[src/sv/wsd_pkg.sv]
// Shared types and constants for the websocket frame deframer.
// No dependencies; every other file of the block uses this package.
package wsd_pkg;

    typedef enum logic [2:0] {
        PH_HDR1     = 3'd0,
        PH_HDR2     = 3'd1,
        PH_HDR2_BAD = 3'd2,
        PH_EXTLEN   = 3'd3,
        PH_MASK     = 3'd4,
        PH_PAYLOAD  = 3'd5,
        PH_HALT     = 3'd6
    } t_phase;

    typedef enum logic [1:0] {
        KIND_DATA  = 2'd0,
        KIND_PONG  = 2'd1,
        KIND_CLOSE = 2'd2,
        KIND_ERROR = 2'd3
    } t_kind;

    localparam logic [3:0] OP_CLOSE      = 4'h8;
    localparam logic [3:0] OP_PING       = 4'h9;
    localparam logic [6:0] LEN7_MAX      = 7'd125;
    localparam logic [6:0] LEN7_EXT16    = 7'd126;
    localparam logic [2:0] EXT16_COUNT   = 3'd1;
    localparam logic [2:0] EXT64_COUNT   = 3'd7;
    localparam logic [2:0] MASK_KEY_BYTES = 3'd4;

    typedef struct packed {
        t_kind      kind;
        logic [7:0] payload;
        logic [3:0] opcode;
        logic       fin;
        logic       last;
    } t_result;

endpackage

[src/sv/wsd_parser.sv]
// Frame parser state and the per-byte update logic of the deframer.
// Depends on wsd_pkg for phase, kind and result types.
module wsd_parser (
    input  logic             i_clk,
    input  logic             i_rst_n,
    input  logic             i_step,
    input  logic [7:0]       i_byte,
    input  logic             i_restart,
    output logic             o_res_valid,
    output wsd_pkg::t_result o_res
);

    wsd_pkg::t_phase r_phase, n_phase;
    logic [2:0]      r_count, n_count;
    logic            r_fin, n_fin;
    logic [3:0]      r_opcode, n_opcode;
    logic [63:0]     r_remain, n_remain;
    logic [31:0]     r_key, n_key;
    logic [1:0]      r_pos, n_pos;

    always_ff @(posedge i_clk) begin
        if (!i_rst_n) begin
            r_phase  <= wsd_pkg::PH_HDR1;
            r_count  <= '0;
            r_fin    <= 1'b0;
            r_opcode <= '0;
            r_remain <= '0;
            r_key    <= '0;
            r_pos    <= '0;
        end else if (i_step) begin
            r_phase  <= n_phase;
            r_count  <= n_count;
            r_fin    <= n_fin;
            r_opcode <= n_opcode;
            r_remain <= n_remain;
            r_key    <= n_key;
            r_pos    <= n_pos;
        end
    end

    always_comb begin
        wsd_pkg::t_phase e_phase;
        logic [2:0]      e_count;
        logic            e_fin;
        logic [3:0]      e_opcode;
        logic [63:0]     e_remain;
        logic [31:0]     e_key;
        logic [1:0]      e_pos;
        logic [7:0]      key_byte;
        logic [2:0]      cnt_inc;
        logic            control;
        logic            finish;

        // Restart takes effect before the byte of the same beat.
        e_phase  = i_restart ? wsd_pkg::PH_HDR1 : r_phase;
        e_count  = i_restart ? 3'd0 : r_count;
        e_fin    = i_restart ? 1'b0 : r_fin;
        e_opcode = i_restart ? 4'd0 : r_opcode;
        e_remain = i_restart ? 64'd0 : r_remain;
        e_key    = i_restart ? 32'd0 : r_key;
        e_pos    = i_restart ? 2'd0 : r_pos;

        n_phase  = e_phase;
        n_count  = e_count;
        n_fin    = e_fin;
        n_opcode = e_opcode;
        n_remain = e_remain;
        n_key    = e_key;
        n_pos    = e_pos;

        case (e_pos)
            2'd0:    key_byte = e_key[31:24];
            2'd1:    key_byte = e_key[23:16];
            2'd2:    key_byte = e_key[15:8];
            default: key_byte = e_key[7:0];
        endcase
        cnt_inc = e_count + 3'd1;
        control = (e_opcode == wsd_pkg::OP_CLOSE) || (e_opcode == wsd_pkg::OP_PING);
        finish  = 1'b0;

        o_res_valid    = 1'b0;
        o_res.kind     = wsd_pkg::KIND_DATA;
        o_res.payload  = 8'd0;
        o_res.opcode   = e_opcode;
        o_res.fin      = e_fin;
        o_res.last     = 1'b0;

        case (e_phase)
            wsd_pkg::PH_HDR1: begin
                n_fin    = i_byte[7];
                n_opcode = i_byte[3:0];
                n_phase  = (i_byte[6:4] != 3'd0) ? wsd_pkg::PH_HDR2_BAD : wsd_pkg::PH_HDR2;
            end
            wsd_pkg::PH_HDR2, wsd_pkg::PH_HDR2_BAD: begin
                if (e_phase == wsd_pkg::PH_HDR2_BAD || !i_byte[7]) begin
                    o_res_valid = 1'b1;
                    o_res.kind  = wsd_pkg::KIND_ERROR;
                    n_phase     = wsd_pkg::PH_HALT;
                end else begin
                    n_key = '0;
                    n_pos = '0;
                    if (i_byte[6:0] <= wsd_pkg::LEN7_MAX) begin
                        n_remain = {57'd0, i_byte[6:0]};
                        n_count  = '0;
                        n_phase  = wsd_pkg::PH_MASK;
                    end else begin
                        n_remain = '0;
                        n_count  = (i_byte[6:0] == wsd_pkg::LEN7_EXT16) ?
                                   wsd_pkg::EXT16_COUNT : wsd_pkg::EXT64_COUNT;
                        n_phase  = wsd_pkg::PH_EXTLEN;
                    end
                end
            end
            wsd_pkg::PH_EXTLEN: begin
                n_remain = {e_remain[55:0], i_byte};
                if (e_count == 3'd0) begin
                    n_phase = wsd_pkg::PH_MASK;
                end else begin
                    n_count = e_count - 3'd1;
                end
            end
            wsd_pkg::PH_MASK: begin
                n_key   = {e_key[23:0], i_byte};
                n_count = cnt_inc;
                if (cnt_inc >= wsd_pkg::MASK_KEY_BYTES) begin
                    n_count = '0;
                    n_pos   = '0;
                    if (e_remain == 64'd0) begin
                        finish = 1'b1;
                    end else begin
                        n_phase = wsd_pkg::PH_PAYLOAD;
                    end
                end
            end
            wsd_pkg::PH_PAYLOAD: begin
                n_pos    = e_pos + 2'd1;
                n_remain = e_remain - 64'd1;
                if (e_remain == 64'd1) begin
                    if (control) begin
                        finish = 1'b1;
                    end else begin
                        n_phase       = wsd_pkg::PH_HDR1;
                        o_res_valid   = 1'b1;
                        o_res.payload = i_byte ^ key_byte;
                        o_res.last    = 1'b1;
                    end
                end else if (!control) begin
                    o_res_valid   = 1'b1;
                    o_res.payload = i_byte ^ key_byte;
                end
            end
            default: begin
                n_phase = wsd_pkg::PH_HALT;
            end
        endcase

        // End of a frame's payload: control frames answer here.
        if (finish) begin
            if (e_opcode == wsd_pkg::OP_CLOSE) begin
                o_res_valid = 1'b1;
                o_res.kind  = wsd_pkg::KIND_CLOSE;
                n_phase     = wsd_pkg::PH_HALT;
            end else begin
                n_phase = wsd_pkg::PH_HDR1;
                if (e_opcode == wsd_pkg::OP_PING) begin
                    o_res_valid = 1'b1;
                    o_res.kind  = wsd_pkg::KIND_PONG;
                end
            end
        end
    end

endmodule

[src/sv/wsd_result_reg.sv]
// Output register of the deframer: holds one result beat until it is taken.
// Depends on wsd_pkg for the result type.
module wsd_result_reg (
    input  logic             i_clk,
    input  logic             i_rst_n,
    input  logic             i_load,
    input  wsd_pkg::t_result i_res,
    input  logic             i_stall,
    output logic             o_valid,
    output logic             o_free,
    output wsd_pkg::t_result o_res
);

    logic             r_valid, n_valid;
    wsd_pkg::t_result r_res;

    assign o_free = !r_valid || !i_stall;

    always_comb begin
        n_valid = r_valid;
        if (r_valid && !i_stall) begin
            n_valid = 1'b0;
        end
        if (i_load) begin
            n_valid = 1'b1;
        end
    end

    always_ff @(posedge i_clk) begin
        if (!i_rst_n) begin
            r_valid <= 1'b0;
        end else begin
            r_valid <= n_valid;
        end
    end

    always_ff @(posedge i_clk) begin
        if (i_load) begin
            r_res <= i_res;
        end
    end

    assign o_valid = r_valid;
    assign o_res   = r_res;

endmodule

[src/sv/websocket_frame_deframer_core.sv]
// An accepted byte goes through the input register, then the parser, into the output register.
// Throughput: one byte per cycle unless i_out_stall holds a result beat, set by the
// combinational parser update between the input register and the output register.
// Reset (i_rst_n low, synchronous): both registers empty, parser at frame
// start with length, key and position cleared.
// Top level of the websocket deframer; uses wsd_pkg, wsd_parser and wsd_result_reg.
module websocket_frame_deframer_core (
    input  logic       i_clk,
    input  logic       i_rst_n,
    input  logic       i_in_valid,
    output logic       o_in_stall,
    input  logic [7:0] i_data_byte,
    input  logic       i_restart,
    output logic       o_out_valid,
    input  logic       i_out_stall,
    output logic [1:0] o_kind,
    output logic [7:0] o_payload,
    output logic [3:0] o_opcode,
    output logic       o_fin,
    output logic       o_last
);

    // The input register holds one received beat. It is handed to the parser
    // in the cycle in which the output register can take whatever the byte
    // produces, so a byte never waits on whether it turns out to yield a result.
    logic       r_in_valid;
    logic [7:0] r_in_byte;
    logic       r_in_restart;

    logic             step;
    logic             res_valid;
    logic             out_free;
    wsd_pkg::t_result step_res;
    wsd_pkg::t_result out_res;

    assign step       = r_in_valid && out_free;
    // A new beat enters when the register is empty or drains in this cycle.
    assign o_in_stall = r_in_valid && !step;

    always_ff @(posedge i_clk) begin
        if (!i_rst_n) begin
            r_in_valid <= 1'b0;
        end else if (!o_in_stall) begin
            r_in_valid <= i_in_valid;
        end
    end

    always_ff @(posedge i_clk) begin
        if (i_in_valid && !o_in_stall) begin
            r_in_byte    <= i_data_byte;
            r_in_restart <= i_restart;
        end
    end

    // Frame parser: header, extended length, mask key and payload unmasking.
    wsd_parser u_parser (
        .i_clk       (i_clk),
        .i_rst_n     (i_rst_n),
        .i_step      (step),
        .i_byte      (r_in_byte),
        .i_restart   (r_in_restart),
        .o_res_valid (res_valid),
        .o_res       (step_res)
    );

    // Output register; loads only on a step that actually yields a result.
    wsd_result_reg u_result (
        .i_clk   (i_clk),
        .i_rst_n (i_rst_n),
        .i_load  (step && res_valid),
        .i_res   (step_res),
        .i_stall (i_out_stall),
        .o_valid (o_out_valid),
        .o_free  (out_free),
        .o_res   (out_res)
    );

    assign o_kind    = out_res.kind;
    assign o_payload = out_res.payload;
    assign o_opcode  = out_res.opcode;
    assign o_fin     = out_res.fin;
    assign o_last    = out_res.last;

endmodule

[config.mk]
export PLATFORM = sky130hd
export DESIGN_NAME = websocket_frame_deframer_core
export DESIGN_NICKNAME = d
export VERILOG_FILES = /design/src/sv/wsd_pkg.sv /design/src/sv/wsd_parser.sv /design/src/sv/wsd_result_reg.sv /design/src/sv/websocket_frame_deframer_core.sv
export SDC_FILE = /design/constraint.sdc
export NUM_CORES = 1
export LEC_CHECK = 0
export BUFFER_PORTS_ARGS = -buffer_cell sky130_fd_sc_hd__clkbuf_2
export CAP_MARGIN = 25
export CELL_PAD_IN_SITES_DETAIL_PLACEMENT = 1
export CELL_PAD_IN_SITES_GLOBAL_PLACEMENT = 2
export CORE_MARGIN = 1
export CORE_UTILIZATION = 34
export CTS_CLUSTER_DIAMETER = 200
export DETAILED_ROUTE_END_ITERATION = 8
export PLACE_DENSITY = 0.76
export SETUP_SLACK_MARGIN = 0.3
export SLEW_MARGIN = 40
export SYNTH_ARGS = -nofsm -noshare
export SYNTH_HDL_FRONTEND = slang
export SYNTH_SLANG_ARGS = --single-unit
export TNS_END_PERCENT = 20
[constraint.sdc]
create_clock -name i_clk -period 3.76 [get_ports i_clk]
set_input_delay 0.376 -clock i_clk [delete_from_list [all_inputs] [get_ports i_clk]]
set_output_delay 0.376 -clock i_clk [all_outputs]
set_load 0.03 [all_outputs]
# [Word level (Yosys, flattened, before mapping)]
# Cells that the tools add are included.
[totals] in_bits=13 reg_bits=136 word_cells=110 output_inout_bits=18
[classes] eq_ne=11 magnitude_cmp=2 addsub=4 n_mux=53 reduce_logical=22 bitwise=2
[op_table] operator="$pmux W64 S3" count=1
[op_table] operator="$mux W64" count=2
[op_table] operator="$eq A64 B1 Y1 const B" count=1
[op_table] operator="$logic_not A64 Y1" count=1
[op_table] operator="$mux W32" count=2
[op_table] operator="$pmux W32 S2" count=1
[op_table] operator="$sub A64 B1 Y64 const B" count=1
[op_table] operator="$mux W3" count=16
[op_table] operator="$pmux W8 S3" count=1
[op_table] operator="$mux W2" count=9
[op_table] operator="$pmux W3 S5" count=1
[op_table] operator="$mux W1" count=13
[op_table] operator="$pmux W3 S3" count=1
[op_table] operator="$eq A4 B4 Y1 const B" count=2
[op_table] operator="$mux W4" count=2
[op_table] operator="$xor A8 B8 Y8" count=1
[op_table] operator="$eq A7 B7 Y1 const B" count=1
[op_table] operator="$le A7 B7 Y1 const B" count=1
[op_table] operator="$mux W7" count=1
[op_table] operator="$eq A3 B2 Y1 const B" count=2
[op_table] operator="$eq A3 B3 Y1 const B" count=2
[op_table] operator="$logic_not A3 Y1" count=2
[op_table] operator="$pmux W2 S3" count=1
[op_table] operator="$logic_and A1 B1 Y1" count=5
[op_table] operator="other kinds (16)" count=24

# [Depth between registers and ports, before layout]
# Gate-level depths: netlist of run 1.
[logic_depth] word_depth=10 ltp_mapped=13 ltp_nobuf=10

# [Cells and area by module]
# A second synthesis of run 1 with hierarchy kept.
[unflattened] hier_cells=1045 hier_area_um2=8154.1
[by_module_without_submodules] mod="wsd_parser" seq_area_each_um2=2182.1 cells_each=1010 area_each_um2=7308.3 n_inst=1
[by_module_without_submodules] mod="wsd_result_reg" seq_area_each_um2=500.5 cells_each=20 area_each_um2=515.5 n_inst=1
[by_module_without_submodules] mod="websocket_frame_deframer_core" seq_area_each_um2=290.3 cells_each=15 area_each_um2=330.3 n_inst=1

# [Worst setup path after synthesis of run 1]
# Ideal clock, no wire load.
[synth_timing] path_type="reg-to-reg" from="reg r_in_restart" to="reg u_result.r_res, in the netlist u_result.o_res[0], enable pin" period_less_slack_ns=3.776 path_stages_with_launch=12 setup_slack_ns=-0.016 t_arrival_ns=3.378 required_ns=3.361 path_buffers=3 setup_time_ns=0.399 cell_sequence="edfxtp_1 > buf_2 > clkinv_1 > clkbuf_1 > clkbuf_1 > nand2_1 > ha_1 > o21ai_1 > nor2_1 > nand4_1 > a21o_1 > a31oi_1"
[synth_between] elab_chain_cells=9 word_cells_on_any_way=29 cone_classes="add/sub: 1; order compare: 1; eq/ne: 7; mux: 15; reduce/logical: 5"
[synth_rtl] item="from (decl)" line="websocket_frame_deframer_core.sv:28" rtl="logic r_in_restart;"
[synth_rtl] item="from (signal assigned)" line="websocket_frame_deframer_core.sv:51" rtl="r_in_restart <= i_restart;"
[synth_rtl] item="parallel branches: the longest is 7 deep, another holds $add A3 B1 Y3"
[synth_rtl] item="$mux W1 (*)" line="wsd_parser.sv:158" rtl="if (finish) begin"
[synth_rtl] item="$logic_and A1 B1 Y1 (*)" line="websocket_frame_deframer_core.sv:70" rtl=".i_load (step && res_valid),"
[synth_rtl] item="via u_result.i_load" line="wsd_result_reg.sv:6" rtl="input logic i_load,"
[synth_rtl] item="to (signal assigned)" line="wsd_result_reg.sv:39" rtl="r_res <= i_res;"
[synth_rtl] item="to (decl)" line="wsd_result_reg.sv:15" rtl="wsd_pkg::t_result r_res;"
# Mark *: on every way through the listed nets, which the timed path passes.
# A chain may end at the register's enable or synchronous reset.

# [Final worst setup path of run 1]
[layout_timing] from="reg u_parser.r_phase[2]" to="reg u_result.r_res, in the netlist u_result.o_res[13], enable pin"
[layout_between] elab_chain_cells=9 word_cells_on_any_way=14 cone_classes="eq/ne: 4; mux: 7; reduce/logical: 3"
[layout_rtl] item="from (decl)" line="wsd_parser.sv:13" rtl="wsd_pkg::t_phase r_phase, n_phase;"
[layout_rtl] item="from (signal assigned)" line="wsd_parser.sv:23" rtl="r_phase <= wsd_pkg::PH_HDR1;"
[layout_rtl] item="from (signal assigned)" line="wsd_parser.sv:31" rtl="r_phase <= n_phase;"
[layout_rtl] item="$mux W3 (*)" line="wsd_parser.sv:55" rtl="e_phase = i_restart ? wsd_pkg::PH_HDR1 : r_phase;"
[layout_rtl] item="$eq A3 B2 Y1" line="wsd_parser.sv:88, wsd_parser.sv:95"
[layout_rtl] item="$logic_or A1 B1 Y1" line="wsd_parser.sv:95" rtl="if (e_phase == wsd_pkg::PH_HDR2_BAD || !i_byte[7]) begin"
[layout_rtl] item="$mux W1" line="wsd_parser.sv:95"
[layout_rtl] item="$pmux W1 S2" line="wsd_parser.sv:88" rtl="case (e_phase)"
[layout_rtl] item="$mux W1" line="wsd_parser.sv:165" rtl="if (e_opcode == wsd_pkg::OP_PING) begin"
[layout_rtl] item="$mux W1" line="wsd_parser.sv:159" rtl="if (e_opcode == wsd_pkg::OP_CLOSE) begin"
[layout_rtl] item="$mux W1 (*)" line="wsd_parser.sv:158"
[layout_rtl] item="$logic_and A1 B1 Y1 (*)" line="websocket_frame_deframer_core.sv:70"
[layout_rtl] item="via u_result.i_load" line="wsd_result_reg.sv:6"
# Mark *: on every way through the listed nets, which the timed path passes. The rest lies on a longest branch.

==> report_table.html, run 1 <==
<table>
<tr><th>Metric</th><th>Value</th></tr>
<tr><th colspan="2">Cells and area</th></tr>
<tr><td>Post-layout net count</td><td>1069</td></tr>
<tr><td>Layout area overhead</td><td>13.4%</td></tr>
<tr><td>Core Util, Final</td><td>0.392</td></tr>
<tr><td>Layout Cells excl Fill</td><td>1384</td></tr>
<tr><td>Layout cells sized above 1</td><td>0.126</td></tr>
<tr><td>Total inserted antenna cells</td><td>0</td></tr>
<tr><td>Final cell area excluding filler cells</td><td>9500 um^2</td></tr>
<tr><th colspan="2">Die</th></tr>
<tr><td>Initial Util</td><td>0.345</td></tr>
<tr><td>Die span in y</td><td>159 um</td></tr>
<tr><td>Area of the die</td><td>25300 um^2</td></tr>
<tr><td>Number of cell rows</td><td>57</td></tr>
<tr><td>Top-Level Pins</td><td>31</td></tr>
<tr><td>Core Box Area</td><td>24200 um^2</td></tr>
<tr><td>Chip width</td><td>159 um</td></tr>
<tr><th colspan="2">Clocking</th></tr>
<tr><td>Total CTS buffers</td><td>17</td></tr>
<tr><td># resized after CTS</td><td>0</td></tr>
<tr><td>Clk sink count</td><td>136</td></tr>
<tr><td>Number of buffers between clock root and the deepest sink</td><td>2</td></tr>
<tr><td>CTS H-tree lvls</td><td>4</td></tr>
<tr><td>Clock root buffer</td><td>sky130_fd_sc_hd__clkbuf_16</td></tr>
<tr><td>CTS tree</td><td>yes</td></tr>
<tr><td>Insertion delay to the later sink of the worst-skew pair</td><td>0.45 ns</td></tr>
<tr><td>Clock transition at the registers of the reported paths</td><td>0.07 ns</td></tr>
<tr><th colspan="2">STA</th></tr>
<tr><td>Final critical path time including I/O delays and setup</td><td>3.12 ns</td></tr>
<tr><td>Hold Slack</td><td>0.108 ns</td></tr>
<tr><td>Maximum clock skew at final layout</td><td>0.0171 ns</td></tr>
<tr><td>Setup Viol. Count Final</td><td>0</td></tr>
<tr><td>RSZ-0062 raised after global routing</td><td>false</td></tr>
<tr><td>Post-Route Setup TNS</td><td>0 ns</td></tr>
<tr><td>Final period util</td><td>0.830</td></tr>
<tr><td>Total count of hold-check failures in the final report</td><td>0</td></tr>
<tr><td>Slew at the pin closest to its max-slew limit</td><td>0.788 ns</td></tr>
<tr><td>Slew margin rel.</td><td>0.473</td></tr>
<tr><td>Highest Clock Rate</td><td>0.321 GHz</td></tr>
<tr><td>Fin. max-slew vios</td><td>0</td></tr>
<tr><th colspan="2">GRT</th></tr>
<tr><td>Met3 track demand over resource</td><td>0.0425</td></tr>
<tr><td>Pin count of the biggest net entering global routing</td><td>102</td></tr>
<tr><td>Global Route met2 Usage</td><td>0.398</td></tr>
<tr><td>GRT overflow</td><td>0</td></tr>
<tr><td>Initial antenna violation count</td><td>0</td></tr>
<tr><td>GRT Util Overall</td><td>0.256</td></tr>
<tr><td>Layer with the highest usage</td><td>met2</td></tr>
<tr><td>Vias in the first global route</td><td>8706</td></tr>
<tr><td>Wire length of the first global-routing pass</td><td>50500 um</td></tr>
<tr><td>Grt met1 use</td><td>0.351</td></tr>
<tr><th colspan="2">Power</th></tr>
<tr><td>Leakage Power</td><td>3.34 nW</td></tr>
<tr><td>IR Drop Worst-Case VDD</td><td>0.210 mV</td></tr>
<tr><td>Power Density</td><td>401 nW/um^2</td></tr>
<tr><th colspan="2">Job</th></tr>
<tr><td>Max-cap violation count</td><td>0</td></tr>
<tr><th colspan="2">Synthesis</th></tr>
<tr><td>Main synth FF type</td><td>sky130_fd_sc_hd__dfxtp_1</td></tr>
<tr><td>Synthesized net count</td><td>1079</td></tr>
<tr><td>Post-synthesis cell type count</td><td>80</td></tr>
<tr><td>Number of register bits inferred by synthesis</td><td>136</td></tr>
<tr><td>Number of standard cells after synthesis</td><td>1057</td></tr>
<tr><td>Share of the yosys chip area belonging to registers</td><td>0.355</td></tr>
<tr><td>Total number of yosys warnings</td><td>0</td></tr>
<tr><td>Share of flip-flops with an asynchronous set or reset after synthesis</td><td>0</td></tr>
<tr><td>Post-Synthesis Mean Instance Area</td><td>7.92 um^2</td></tr>
<tr><td>Cell area after synthesis</td><td>8370 um^2</td></tr>
<tr><td>Number of enable flip-flop cells after synthesis</td><td>25</td></tr>
<tr><th colspan="2">Placement</th></tr>
<tr><td>Inst Count DP</td><td>1351</td></tr>
<tr><td>Area post-placement</td><td>8850 um^2</td></tr>
<tr><td>HPWL Detailed</td><td>21400 um</td></tr>
<tr><td>Number of input and output port buffers inserted</td><td>30</td></tr>
<tr><td>Routability congestion estimate</td><td>0.850</td></tr>
<tr><th colspan="2">Setup path</th></tr>
<tr><td>Data required time at the worst endpoint</td><td>3.91 ns</td></tr>
<tr><td>Origin of the worst setup path</td><td>u_parser.r_phase[2]</td></tr>
<tr><td>Reg-to-Reg Start</td><td>u_parser.r_phase[2]</td></tr>
<tr><td>Capturing element type of the critical path</td><td>flop</td></tr>
<tr><td>Crit start category</td><td>flop</td></tr>
<tr><td>Data arrival time of the worst path</td><td>3.27 ns</td></tr>
<tr><td>Largest fanout of any net on the critical path</td><td>15</td></tr>
<tr><td>Critical path class</td><td>reg2reg</td></tr>
<tr><th colspan="2">Routing</th></tr>
<tr><td>Drt via density</td><td>6.18</td></tr>
<tr><td>Total Wirelength</td><td>31900 um</td></tr>
<tr><td>Post-route ant nets</td><td>0</td></tr>
<tr><td>Drt pass-1 iters</td><td>5</td></tr>
<tr><td>Average wire length per cell after detail routing</td><td>23.1 um</td></tr>
<tr><td>Number of DRC markers after the initial detailed-route iteration</td><td>792</td></tr>
<tr><td>DRC violation count after routing</td><td>0</td></tr>
<tr><td>Via count</td><td>8554</td></tr>
<tr><th colspan="2">Worst hold path</th></tr>
<tr><td>Min-Delay Startpoint</td><td>i_data_byte[1]</td></tr>
<tr><td>Worst min-delay path class</td><td>in2reg</td></tr>
<tr><th colspan="2">Outcome</th></tr>
<tr><td>Outcome</td><td>finished, final reports clean</td></tr>
</table>
[registers in the layout, summed over array words and instances (netlist names), 2 cells and up]
signal / count
u_result.o_res: 16
r_in_byte: 8
u_parser.r_phase: 3
u_parser.r_key: 32
u_parser.r_opcode: 4
u_parser.r_count: 3
u_parser.r_remain: 64
u_parser.r_pos: 2
[layer usage]
| metal | wire (um) | vias to the layer above |
|---|---|---|
| met4 | 816 | 0 |
| met1 | 14700 | 4253 |
| met3 | 1700 | 59 |
| li1 | - | 3957 |
| met2 | 14700 | 285 |
| met5 | 0 | - |
[worst max-delay path: stages (launching register included)]
cell and delay [ns]:
sky130_fd_sc_hd__dfxtp_1 0.63, sky130_fd_sc_hd__inv_1 0.22, sky130_fd_sc_hd__or4_1 0.61, sky130_fd_sc_hd__nor3_1 0.44
sky130_fd_sc_hd__nand4_1 0.23, sky130_fd_sc_hd__a21o_1 0.30, sky130_fd_sc_hd__a31oi_4 0.20, sky130_fd_sc_hd__buf_12 0.18
[final timing paths]
path	cells after the start	slack, ns	end
min	1	0.11	r_in_byte[1]
min reg2reg	2	0.49	u_parser.r_opcode[3]
max	7	0.64	u_result.o_res[13]
max reg2reg	7	0.64	u_result.o_res[13]
[where the power goes]
group | switching (W) | leakage (nW) | internal, W
clock | 0.000867 | 0.304 | 0.000914
sequential | 0.0000412 | 1.11 | 0.00150
combinational | 0.000321 | 1.93 | 0.000161
total | 0.00123 | 3.34 | 0.00258
[cell usage after synthesis, types with 13 or more instances]
master / n / area share
sky130_fd_sc_hd__a222oi_1: 15 / 0.018
sky130_fd_sc_hd__inv_1: 15 / 0.0067
sky130_fd_sc_hd__dfxtp_1: 111 / 0.27
sky130_fd_sc_hd__a21oi_1: 86 / 0.051
sky130_fd_sc_hd__edfxtp_1: 25 / 0.090
sky130_fd_sc_hd__nand3_1: 26 / 0.016
sky130_fd_sc_hd__clkbuf_1: 74 / 0.033
sky130_fd_sc_hd__nor2b_1: 18 / 0.013
sky130_fd_sc_hd__nor2_1: 141 / 0.063
sky130_fd_sc_hd__nor4_1: 23 / 0.017
sky130_fd_sc_hd__nor3_1: 30 / 0.018
sky130_fd_sc_hd__o21ai_0: 80 / 0.048
sky130_fd_sc_hd__nand2_1: 79 / 0.035
sky130_fd_sc_hd__or3_1: 14 / 0.010
sky130_fd_sc_hd__xor2_1: 13 / 0.014
sky130_fd_sc_hd__a22oi_1: 57 / 0.051
sky130_fd_sc_hd__xnor2_1: 15 / 0.016
[per-stage QoR]
step / total power, W / setup WS (ns)
5_1_grt: 0.00394 / 0.468
3_5_place_dp: 0.00205 / 0.512
2_1_floorplan: 0.00189 / 0.424
3_3_place_gp: 0.00205 / 0.604
6_report: 0.00381 / 0.641
4_1_cts: 0.00383 / 0.478
[cells by family (layout without fill, tap and decap cells)]
logic type	count (synthesis)	count (layout)	synth area share
buffers and inverters	107	110	0.0511
flip-flops	136	136	0.355
multiplexers	6	6	0.00717
AO/OA/AOI/OAI	372	372	0.300
AND/OR/NAND/NOR	399	399	0.244
adder cells (fa/ha/maj)	9	9	0.0134
XOR/XNOR	28	28	0.0293
[final cells by class]
cell class	instances	area (um^2)
Fill cell	2907	14700
Clock inverter	15	204
Timing Repair Buffer	62	415
Clock buffer	17	425
Tap cell	324	405
Inverter	16	62.6
Sequential cell	136	2970
Multi-Input combinational cell	814	5010
[cells in the final DEF (no fill, tap or decap), types with 7 or more instances in the layout]
cell type | netlist | final
sky130_fd_sc_hd__nor2_1 | 141 | 139
sky130_fd_sc_hd__o21ai_0 | 80 | 80
sky130_fd_sc_hd__nor3_1 | 30 | 30
sky130_fd_sc_hd__a21oi_1 | 86 | 86
sky130_fd_sc_hd__a222oi_1 | 15 | 15
sky130_fd_sc_hd__nand3_1 | 26 | 26
sky130_fd_sc_hd__o22ai_1 | 8 | 8
sky130_fd_sc_hd__and3_1 | 9 | 7
sky130_fd_sc_hd__o21a_1 | 9 | 9
sky130_fd_sc_hd__a21o_1 | 7 | 7
sky130_fd_sc_hd__a22oi_1 | 57 | 57
sky130_fd_sc_hd__nor2b_1 | 18 | 17
sky130_fd_sc_hd__o211ai_1 | 11 | 11
sky130_fd_sc_hd__clkbuf_2 | 0 | 30
sky130_fd_sc_hd__a221oi_1 | 9 | 9
sky130_fd_sc_hd__edfxtp_1 | 25 | 25
sky130_fd_sc_hd__dfxtp_1 | 111 | 111
sky130_fd_sc_hd__a41oi_1 | 9 | 9
sky130_fd_sc_hd__xnor2_1 | 15 | 15
sky130_fd_sc_hd__ha_1 | 9 | 9
sky130_fd_sc_hd__clkbuf_16 | 0 | 17
sky130_fd_sc_hd__or3_1 | 14 | 14
sky130_fd_sc_hd__clkinv_8 | 0 | 8
sky130_fd_sc_hd__nand2_1 | 79 | 79
sky130_fd_sc_hd__and2_1 | 10 | 10
sky130_fd_sc_hd__nor4_1 | 23 | 23
sky130_fd_sc_hd__xor2_1 | 13 | 13
sky130_fd_sc_hd__inv_1 | 15 | 14
sky130_fd_sc_hd__buf_4 | 1 | 30
sky130_fd_sc_hd__a31oi_1 | 11 | 10
[what timing repair did]
action | in CTS | in global routing
setup endpoints to repair | 0 | 16
hold buffers | 0 | 0
buffers inserted | 0 | 1
hold endpoints to repair | 0 | 0
Power figures use the tool's default switching activity.
==> run 2: changes to the inputs <==
Settings changed: ABC_AREA set to 1, CORE_UTILIZATION 34 to 31, PLACE_DENSITY 0.76 to 0.78.
Clock period 3.76 ns to 2.85 ns, I/O delays scaled along.
==> run 2 against run 1 <==
Sequential share of layout area is 5.6 points lower; critical path type unchanged; global-route usage shrank 0.73 points; hold slack got worse by 0.095 ns; core utilization decreased by 1.6 points; die area up 28%; via count up 29%; first-iteration DRC count shrank 30%.
==> report_table.html, run 2 <==
<table>
<tr><th>Metric</th><th>Value</th></tr>
<tr><th colspan="2">Clocking</th></tr>
<tr><td>Clk sink count</td><td>136 (unchanged)</td></tr>
<tr><td>Clock transition at the registers of the reported paths</td><td>0.07 ns (about the same)</td></tr>
<tr><td>Insertion delay to the later sink of the worst-skew pair</td><td>0.44 ns (about the same)</td></tr>
<tr><td>Hold buffer count at CTS</td><td>0 (unchanged)</td></tr>
<tr><td>Number of buffers between clock root and the deepest sink</td><td>2 (unchanged)</td></tr>
<tr><td>CTS tree</td><td>yes</td></tr>
<tr><td>CTS H-tree lvls</td><td>4 (unchanged)</td></tr>
<tr><td>Total CTS buffers</td><td>17 (unchanged)</td></tr>
<tr><td>Clock root buffer</td><td>sky130_fd_sc_hd__clkbuf_16</td></tr>
<tr><th colspan="2">Synthesis</th></tr>
<tr><td>Synth Area in Simple Gates</td><td>0.347 (+0.103)</td></tr>
<tr><td>Number of enable flip-flop cells after synthesis</td><td>25 (unchanged)</td></tr>
<tr><td>Total number of yosys warnings</td><td>0 (unchanged)</td></tr>
<tr><td>Parity-gate share of the synthesized area counting xor and xnor cells</td><td>0.000893 (-0.0284)</td></tr>
<tr><td>Synthesized net count</td><td>1670 (+55%)</td></tr>
<tr><td>Main synth FF type</td><td>sky130_fd_sc_hd__dfxtp_1</td></tr>
<tr><td>Share of flip-flops with an asynchronous set or reset after synthesis</td><td>0 (unchanged)</td></tr>
<tr><td>Adder-Cell Fraction of Synth Area</td><td>0.0115 (-0.00197)</td></tr>
<tr><td>Number of register bits inferred by synthesis</td><td>136 (unchanged)</td></tr>
<tr><td>Leading post-synthesis cells by instance count</td><td>476 x sky130_fd_sc_hd__nand2_1, 213 x sky130_fd_sc_hd__inv_1, 175 x sky130_fd_sc_hd__nor2_1, 142 x sky130_fd_sc_hd__o21ai_0, 112 x sky130_fd_sc_hd__a21oi_1</td></tr>
<tr><td>Number of standard cells after synthesis</td><td>1648 (+56%)</td></tr>
<tr><td>Post-Synthesis Mean Instance Area</td><td>5.95 um^2 (-25%)</td></tr>
<tr><td>Most area-hungry cell type in the Yosys netlist</td><td>sky130_fd_sc_hd__dfxtp_1</td></tr>
<tr><td>Compound-cell area share of the yosys netlist</td><td>0.215 (-0.0847)</td></tr>
<tr><td>Post-synthesis cell type count</td><td>41 (-49%)</td></tr>
<tr><td>Most frequently used cell type in the post-synthesis netlist</td><td>sky130_fd_sc_hd__nand2_1</td></tr>
<tr><td>Portion of netlist area occupied by mux cells</td><td>0 (-0.00717)</td></tr>
<tr><td>Share of the yosys chip area belonging to registers</td><td>0.303 (-0.0519)</td></tr>
<tr><td>Proportion of netlist area held by the largest area contributor</td><td>0.227 (-0.0388)</td></tr>
<tr><td>Dominant combinational cell family by area after synthesis</td><td>simple AND/OR/NAND/NOR gates</td></tr>
<tr><td>Ranking of synthesized cells by area</td><td>sky130_fd_sc_hd__dfxtp_1 23%, sky130_fd_sc_hd__nand2_1 18%, sky130_fd_sc_hd__inv_1 8.2%</td></tr>
<tr><td>Cell area after synthesis</td><td>9810 um^2 (+17%)</td></tr>
<tr><th colspan="2">Setup path</th></tr>
<tr><td>Critical path class</td><td>reg2reg</td></tr>
<tr><td>Largest fanout of any net on the critical path</td><td>15 (unchanged)</td></tr>
<tr><td>Crit start category</td><td>flop</td></tr>
<tr><td>Cell chain of the critical path</td><td>clkinv_4 -&gt; buf_12 -&gt; nand2_2 -&gt; nand2_1 -&gt; nor2_1 -&gt; nand2_2 -&gt; inv_2 -&gt; nand2_2 -&gt; nor2_1 -&gt; nand3_1 -&gt; nand3_1 -&gt; o211ai_1 -&gt; nand2_1 -&gt; inv_1</td></tr>
<tr><td>Max stage delay on crit path</td><td>0.44 ns (-0.19 ns)</td></tr>
<tr><td>Capturing element type of the critical path</td><td>flop</td></tr>
<tr><td>Most Frequent Cell on Critical Path</td><td>sky130_fd_sc_hd__nand2_2</td></tr>
<tr><td>Data arrival time of the worst path</td><td>2.87 ns (-0.40 ns)</td></tr>
<tr><td>Stages on worst setup path</td><td>14 (+7)</td></tr>
<tr><td>Data required time at the worst endpoint</td><td>3.19 ns (-0.72 ns)</td></tr>
<tr><td>Critical path's top delay family</td><td>simple AND/OR/NAND/NOR gates</td></tr>
<tr><td>Cell with the largest stage delay on the worst path</td><td>sky130_fd_sc_hd__edfxtp_1</td></tr>
<tr><td>WP buf/inv</td><td>4 (+2)</td></tr>
<tr><td>Depth of the worst register-to-register path</td><td>14 (+7)</td></tr>
<tr><th colspan="2">Routing</th></tr>
<tr><td>Total Wirelength</td><td>40400 um (+27%)</td></tr>
<tr><td>Drt pass-1 iters</td><td>4 (-1)</td></tr>
<tr><td>Drt via density</td><td>5.28 (-15%)</td></tr>
<tr><td>DRC violation count after routing</td><td>0 (unchanged)</td></tr>
<tr><td>Average wire length per cell after detail routing</td><td>19.3 um (-16%)</td></tr>
<tr><td>Post-route ant nets</td><td>0 (unchanged)</td></tr>
<tr><td>Via count</td><td>11100 (+29%)</td></tr>
<tr><td>Number of DRC markers after the initial detailed-route iteration</td><td>551 (-30%)</td></tr>
<tr><th colspan="2">Placement</th></tr>
<tr><td>HPWL Detailed</td><td>28500 um (+33%)</td></tr>
<tr><td>Number of input and output port buffers inserted</td><td>30 (unchanged)</td></tr>
<tr><td>Routability congestion estimate</td><td>0.876 (+3.0%)</td></tr>
<tr><th colspan="2">STA</th></tr>
<tr><td>Slew margin rel.</td><td>0.610 (+0.137)</td></tr>
<tr><td>RSZ-0062 raised after global routing</td><td>true</td></tr>
<tr><td>Total count of hold-check failures in the final report</td><td>0 (unchanged)</td></tr>
<tr><td>Setup Viol. Count Final</td><td>0 (unchanged)</td></tr>
<tr><td>Maximum clock skew at final layout</td><td>0.0179 ns (+0.000799 ns)</td></tr>
<tr><td>Final period util</td><td>0.889 (+0.0592)</td></tr>
<tr><td>Slew at the pin closest to its max-slew limit</td><td>0.585 ns (-0.203 ns)</td></tr>
<tr><td>Post-Route Setup TNS</td><td>0 ns (unchanged)</td></tr>
<tr><td>Hold Slack</td><td>0.0129 ns (-0.0952 ns)</td></tr>
<tr><td>Highest Clock Rate</td><td>0.395 GHz (+23%)</td></tr>
<tr><td>Fin. max-slew vios</td><td>0 (unchanged)</td></tr>
<tr><td>Final critical path time including I/O delays and setup</td><td>2.53 ns (-0.586 ns)</td></tr>
<tr><th colspan="2">Die</th></tr>
<tr><td>Die span in y</td><td>180 um (+13%)</td></tr>
<tr><td>Initial Util</td><td>0.318 (-0.0272)</td></tr>
<tr><td>Number of cell rows</td><td>64 (+12%)</td></tr>
<tr><td>Core Box Area</td><td>30800 um^2 (+27%)</td></tr>
<tr><td>Area of the die</td><td>32400 um^2 (+28%)</td></tr>
<tr><td>Top-Level Pins</td><td>31 (unchanged)</td></tr>
<tr><td>Chip width</td><td>180 um (+13%)</td></tr>
<tr><th colspan="2">Power</th></tr>
<tr><td>Clock power frac</td><td>0.423 (-0.045)</td></tr>
<tr><td>IR Drop Worst-Case VDD</td><td>0.440 mV (+110%)</td></tr>
<tr><td>Switching fraction of total power</td><td>0.352 (+0.0297)</td></tr>
<tr><td>Power Density</td><td>512 nW/um^2 (+28%)</td></tr>
<tr><td>Part of the total power dissipated in combinational logic</td><td>0.218 (+0.092)</td></tr>
<tr><td>Net Sw Power</td><td>0.00209 W (+70%)</td></tr>
<tr><td>Cell Int Power</td><td>0.00384 W (+49%)</td></tr>
<tr><td>Sequential power share</td><td>0.359 (-0.047)</td></tr>
<tr><td>Leakage Power</td><td>5.40 nW (+62%)</td></tr>
<tr><th colspan="2">Worst hold path</th></tr>
<tr><td>Hold Path Cell Cnt</td><td>1 (unchanged)</td></tr>
<tr><td>Worst min-delay path class</td><td>in2reg</td></tr>
<tr><th colspan="2">Cells and area</th></tr>
<tr><td>Area of combinational cells with multiple inputs</td><td>5820 um^2 (+16%)</td></tr>
<tr><td>Most frequent cells in the layout</td><td>466 x sky130_fd_sc_hd__nand2_1, 209 x sky130_fd_sc_hd__inv_1, 159 x sky130_fd_sc_hd__nor2_1</td></tr>
<tr><td>Total inserted antenna cells</td><td>0 (unchanged)</td></tr>
<tr><td>Register area</td><td>2970 um^2 (unchanged)</td></tr>
<tr><td>Layout area overhead</td><td>18.0%</td></tr>
<tr><td>Number of fill cells</td><td>4078 (+40%)</td></tr>
<tr><td>Post-layout net count</td><td>1707 (+60%)</td></tr>
<tr><td>Layout cells sized above 1</td><td>0.140 (+0.0132)</td></tr>
<tr><td>Number of flip-flops under the largest register name</td><td>64 (unchanged)</td></tr>
<tr><td>Largest register by flop count</td><td>u_parser.r_remain</td></tr>
<tr><td>Most common library cell in the layout ignoring fill and taps</td><td>sky130_fd_sc_hd__nand2_1</td></tr>
<tr><th colspan="2">Job</th></tr>
<tr><td>Max-cap violation count</td><td>0 (unchanged)</td></tr>
<tr><th colspan="2">GRT</th></tr>
<tr><td>Initial antenna violation count</td><td>0 (unchanged)</td></tr>
<tr><td>GRT overflow</td><td>0 (unchanged)</td></tr>
<tr><td>GRT Util Overall</td><td>0.248 (-0.00731)</td></tr>
<tr><td>Wire length of the first global-routing pass</td><td>62800 um (+24%)</td></tr>
<tr><td>Pin count of the biggest net entering global routing</td><td>61 (-40%)</td></tr>
<tr><td>Vias in the first global route</td><td>11300 (+30%)</td></tr>
<tr><th colspan="2">Outcome</th></tr>
<tr><td>Outcome</td><td>finished, final reports clean</td></tr>
</table>
run 2: cell types whose count changed after synthesis, moves of 18 or more:
cell                       delta
sky130_fd_sc_hd__nand2_1    +397
sky130_fd_sc_hd__inv_1      +198
sky130_fd_sc_hd__nor4_1      -23
sky130_fd_sc_hd__nor2_2      +22
sky130_fd_sc_hd__a31oi_1     +28
sky130_fd_sc_hd__nor2_1      +34
sky130_fd_sc_hd__nor2b_1     -18
sky130_fd_sc_hd__a21oi_1     +26
sky130_fd_sc_hd__a22oi_1     -56
sky130_fd_sc_hd__nor3_1      -23
sky130_fd_sc_hd__clkbuf_1    -32
sky130_fd_sc_hd__o21ai_0     +62
sky130_fd_sc_hd__nand3_1     +75
run 2: logic make-up (layout without fill, tap and decap cells):
family / after synthesis / after routing
buf+inv: 300 / 350
fa+ha+maj: 9 / 9
xor+xnor: 1 / 1
flops: 136 / 136
compound gates: 380 / 380
simple gates: 822 / 822
run 2: final timing paths:
path / startpoint / to / slack, ns
worst max-delay path: r_in_restart / u_parser.r_remain[53] / 0.32
worst min-delay path: i_data_byte[1] / r_in_byte[1] / 0.01
worst max register to register: r_in_restart / u_parser.r_remain[53] / 0.32
worst min register to register: u_parser.r_remain[3] / u_parser.r_remain[3] / 0.48
run 2: metal layers:
metal | vias up | track usage | share of wire
met2 | 207 | 0.438 | 0.48
met1 | 5361 | 0.306 | 0.45
met3 | 64 | 0.0353 | 0.035
li1 | 5423 | - | -
met5 | - | 0 | 0
met4 | 0 | 0.0890 | 0.030
run 2: repair_timing:
action | CTS | global route
pin swaps | 0 | 12
cloned | 0 | 4
endpoints found under the hold margin | 0 | 0
endpoints found under the setup margin | 29 | 66
buffers inserted | 3 | 11
resized for setup | 8 | 55
run 2: power groups by stage:
| stage | logic, W | clock network, W | registers, W |
|---|---|---|---|
| after detailed placement | 0.00119 | 0 | 0.00217 |
| final | 0.00129 | 0.00251 | 0.00213 |
| after CTS | 0.00120 | 0.00255 | 0.00212 |
| after global routing | 0.00143 | 0.00263 | 0.00214 |
| after floorplan | 0.000799 | 0 | 0.00214 |
| after global placement | 0.00116 | 0 | 0.00217 |
run 2: stage by stage:
step	worst slack [ns]	area [um^2]	utilization	instances	power, W
after floorplan	0.312	9830	-	1648	0.00294
after global placement	0.0946	10500	0.340	2043	0.00333
after detailed placement	0.00578	10500	0.341	2044	0.00336
after CTS	0.277	11200	0.365	2079	0.00588
after global routing	0.194	11600	0.375	2094	0.00619
final	0.317	11600	0.375	2094	0.00593
run 2: area by class of cell:
| type | count | share of cell area |
|---|---|---|
| Sequential cell | 136 | 0.257 |
| Multi-Input combinational cell | 1212 | 0.502 |
| Clock inverter | 14 | 0.0166 |
| Inverter | 226 | 0.0744 |
| Timing Repair inverter | 1 | 0.000540 |
| Timing Repair Buffer | 91 | 0.0675 |
| Tap cell | 396 | 0.0428 |
| Clock buffer | 18 | 0.0389 |
==> run 3: changes to the inputs <==
Settings changed: MAX_ROUTING_LAYER set to met4.
==> run 3 against run 2 <==
Largest power group unchanged; critical endpoint unchanged; highest routed layer unchanged; power hardly changed; routed wire length hardly changed; critical path depth stayed put.
==> report_table.html, run 3 (same netlist as run 2, synthesis figures left out) <==
<table>
<tr><th>Metric</th><th>Value</th></tr>
<tr><th colspan="2">Outcome</th></tr>
<tr><td>Outcome</td><td>finished, final reports clean</td></tr>
<tr><th colspan="2">Setup path</th></tr>
<tr><td>Data arrival time of the worst path</td><td>2.87 ns (about the same)</td></tr>
<tr><td>Capturing element type of the critical path</td><td>flop</td></tr>
<tr><td>Data required time at the worst endpoint</td><td>3.19 ns (about the same)</td></tr>
<tr><td>Crit start category</td><td>flop</td></tr>
<tr><td>Largest fanout of any net on the critical path</td><td>15 (unchanged)</td></tr>
<tr><td>Critical path class</td><td>reg2reg</td></tr>
<tr><th colspan="2">Placement</th></tr>
<tr><td>Number of input and output port buffers inserted</td><td>30 (unchanged)</td></tr>
<tr><td>HPWL Detailed</td><td>28500 um (unchanged)</td></tr>
<tr><td>Worst Setup Slack post-DPL</td><td>0.00578 ns (unchanged)</td></tr>
<tr><td>Routability congestion estimate</td><td>0.890 (+1.6%)</td></tr>
<tr><th colspan="2">GRT</th></tr>
<tr><td>Pin count of the biggest net entering global routing</td><td>61 (unchanged)</td></tr>
<tr><td>Wire length of the first global-routing pass</td><td>62800 um (about the same)</td></tr>
<tr><td>GRT Util Overall</td><td>0.256 (+0.00762)</td></tr>
<tr><td>Initial antenna violation count</td><td>0 (unchanged)</td></tr>
<tr><td>GRT overflow</td><td>0 (unchanged)</td></tr>
<tr><td>Vias in the first global route</td><td>11300 (-0.0088%)</td></tr>
<tr><th colspan="2">Clocking</th></tr>
<tr><td>CTS tree</td><td>yes</td></tr>
<tr><td>Insertion delay to the later sink of the worst-skew pair</td><td>0.45 ns (about the same)</td></tr>
<tr><td>Clock root buffer</td><td>sky130_fd_sc_hd__clkbuf_16</td></tr>
<tr><td>Clock transition at the registers of the reported paths</td><td>0.07 ns (about the same)</td></tr>
<tr><td>CTS H-tree lvls</td><td>4 (unchanged)</td></tr>
<tr><td>Clk sink count</td><td>136 (unchanged)</td></tr>
<tr><td>Total CTS buffers</td><td>17 (unchanged)</td></tr>
<tr><td>Number of buffers between clock root and the deepest sink</td><td>2 (unchanged)</td></tr>
<tr><th colspan="2">STA</th></tr>
<tr><td>Highest Clock Rate</td><td>0.395 GHz (about the same)</td></tr>
<tr><td>Fin. max-slew vios</td><td>0 (unchanged)</td></tr>
<tr><td>Slew margin rel.</td><td>0.611 (+0.00138)</td></tr>
<tr><td>PnR worst setup slack</td><td>0.316 ns (-0.000436 ns)</td></tr>
<tr><td>Slew at the pin closest to its max-slew limit</td><td>0.583 ns (-0.00206 ns)</td></tr>
<tr><td>Setup Viol. Count Final</td><td>0 (unchanged)</td></tr>
<tr><td>Post-Route Setup TNS</td><td>0 ns (unchanged)</td></tr>
<tr><td>Total count of hold-check failures in the final report</td><td>0 (unchanged)</td></tr>
<tr><td>Maximum clock skew at final layout</td><td>0.0168 ns (-0.00113 ns)</td></tr>
<tr><td>RSZ-0062 raised after global routing</td><td>true</td></tr>
<tr><td>Final critical path time including I/O delays and setup</td><td>2.53 ns (+0.000436 ns)</td></tr>
<tr><td>Final period util</td><td>0.889 (about the same)</td></tr>
<tr><th colspan="2">Die</th></tr>
<tr><td>Number of cell rows</td><td>64 (unchanged)</td></tr>
<tr><td>Area of the die</td><td>32400 um^2 (unchanged)</td></tr>
<tr><td>Core Box Area</td><td>30800 um^2 (unchanged)</td></tr>
<tr><td>Chip width</td><td>180 um (unchanged)</td></tr>
<tr><td>Top-Level Pins</td><td>31 (unchanged)</td></tr>
<tr><td>Die span in y</td><td>180 um (unchanged)</td></tr>
<tr><td>Initial Util</td><td>0.318 (unchanged)</td></tr>
<tr><th colspan="2">Cells and area</th></tr>
<tr><td>Layout cells sized above 1</td><td>0.141 (+0.00118)</td></tr>
<tr><td>Most common library cell in the layout ignoring fill and taps</td><td>sky130_fd_sc_hd__nand2_1</td></tr>
<tr><td>Number of flip-flops under the largest register name</td><td>64 (unchanged)</td></tr>
<tr><td>Total inserted antenna cells</td><td>0 (unchanged)</td></tr>
<tr><td>Most frequent cells in the layout</td><td>465 x sky130_fd_sc_hd__nand2_1, 209 x sky130_fd_sc_hd__inv_1, 159 x sky130_fd_sc_hd__nor2_1</td></tr>
<tr><td>Post-layout net count</td><td>1707 (unchanged)</td></tr>
<tr><td>Core Util, Final</td><td>0.376 (about the same)</td></tr>
<tr><td>Layout area overhead</td><td>18.1% (about the same)</td></tr>
<tr><td>Largest register by flop count</td><td>u_parser.r_remain</td></tr>
<tr><th colspan="2">Routing</th></tr>
<tr><td>Number of DRC markers after the initial detailed-route iteration</td><td>553 (+0.36%)</td></tr>
<tr><td>Average wire length per cell after detail routing</td><td>19.3 um (about the same)</td></tr>
<tr><td>Post-route ant nets</td><td>0 (unchanged)</td></tr>
<tr><td>Drt via density</td><td>5.28 (about the same)</td></tr>
<tr><td>DRC violation count after routing</td><td>0 (unchanged)</td></tr>
<tr><td>Total Wirelength</td><td>40400 um (about the same)</td></tr>
<tr><td>Via count</td><td>11100 (+0.063%)</td></tr>
<tr><td>Drt pass-1 iters</td><td>5 (+1)</td></tr>
<tr><th colspan="2">Power</th></tr>
<tr><td>Leakage Power</td><td>5.41 nW (about the same)</td></tr>
<tr><td>Power Density</td><td>512 nW/um^2 (about the same)</td></tr>
<tr><td>Overall power consumption</td><td>0.00593 W (about the same)</td></tr>
<tr><td>IR Drop Worst-Case VDD</td><td>0.442 mV (+0.55%)</td></tr>
<tr><th colspan="2">Worst hold path</th></tr>
<tr><td>Worst min-delay path class</td><td>in2reg</td></tr>
<tr><th colspan="2">Job</th></tr>
<tr><td>Max-cap violation count</td><td>0 (unchanged)</td></tr>
</table>
[run 3: cell types whose count changed in the layout (fill, tap and decap cells not counted)]
cell | previous run | this run
sky130_fd_sc_hd__nor2_4 | 15 | 16
sky130_fd_sc_hd__nor2_2 | 25 | 24
sky130_fd_sc_hd__o21ai_1 | 21 | 20
sky130_fd_sc_hd__o21ai_2 | 13 | 14
sky130_fd_sc_hd__nand2_2 | 24 | 25
sky130_fd_sc_hd__nand2_1 | 466 | 465
[run 3: critical path: stages, from the launching register on]
cell and delay, ns:
sky130_fd_sc_hd__edfxtp_1 0.44, sky130_fd_sc_hd__clkinv_4 0.15, sky130_fd_sc_hd__buf_12 0.18, sky130_fd_sc_hd__nand2_2 0.13, sky130_fd_sc_hd__nand2_1 0.12, sky130_fd_sc_hd__nor2_1 0.17, sky130_fd_sc_hd__nand2_2 0.15, sky130_fd_sc_hd__inv_2 0.15
sky130_fd_sc_hd__nand2_2 0.13, sky130_fd_sc_hd__nor2_1 0.37, sky130_fd_sc_hd__nand3_1 0.14, sky130_fd_sc_hd__nand3_1 0.10, sky130_fd_sc_hd__o211ai_1 0.08, sky130_fd_sc_hd__nand2_1 0.07, sky130_fd_sc_hd__inv_1 0.03
[run 3: layout make-up]
cell class	instances	area [um^2]
repair inverters	1	6.26
fillers	4079	19200
clock inverters	14	193
flip-flops and latches	136	2970
repair buffers	91	781
inverters	226	861
multi-input cells	1212	5830
clock buffers	18	450
well taps	396	495
[run 3: per-stage QoR]
stage,instance area (um^2),hold WS [ns],cells
final,11600,0.0107,2094
after global routing,11600,0.00256,2094
after CTS,11200,0.00230,2079
after detailed placement,10500,0.465,2044
after global placement,10500,0.458,2043
after floorplan,9830,0.384,1648
[run 3: report_power, final]
group	switching [W]	internal, W
logic	0.000904	0.000395
registers	0.0000834	0.00204
clock network	0.00110	0.00140
[run 3: final timing paths]
path	slack [ns]	startpoint	depth (start not counted)	endpoint
max	0.32	r_in_restart	14	u_parser.r_remain[53]
min reg2reg	0.48	u_parser.r_remain[3]	2	u_parser.r_remain[3]
min	0.01	i_data_byte[1]	1	r_in_byte[1]
max reg2reg	0.32	r_in_restart	14	u_parser.r_remain[53]
[run 3: repair_timing]
item / in CTS / in global routing
buffers inserted: 3 / 11
hold buffers: 0 / 0
pin swaps: 0 / 12
gates cloned: 0 / 4
resized for setup: 8 / 58
endpoints found under the setup margin: 29 / 66
[run 3: layer usage]
metal / vias to the layer above / share of wire / GRT usage
li1: 5425 / - / -
met2: 193 / 0.49 / 0.437
met3: 66 / 0.031 / 0.0346
met1: 5378 / 0.45 / 0.307
met5: - / 0 / -
met4: 0 / 0.030 / 0.0890
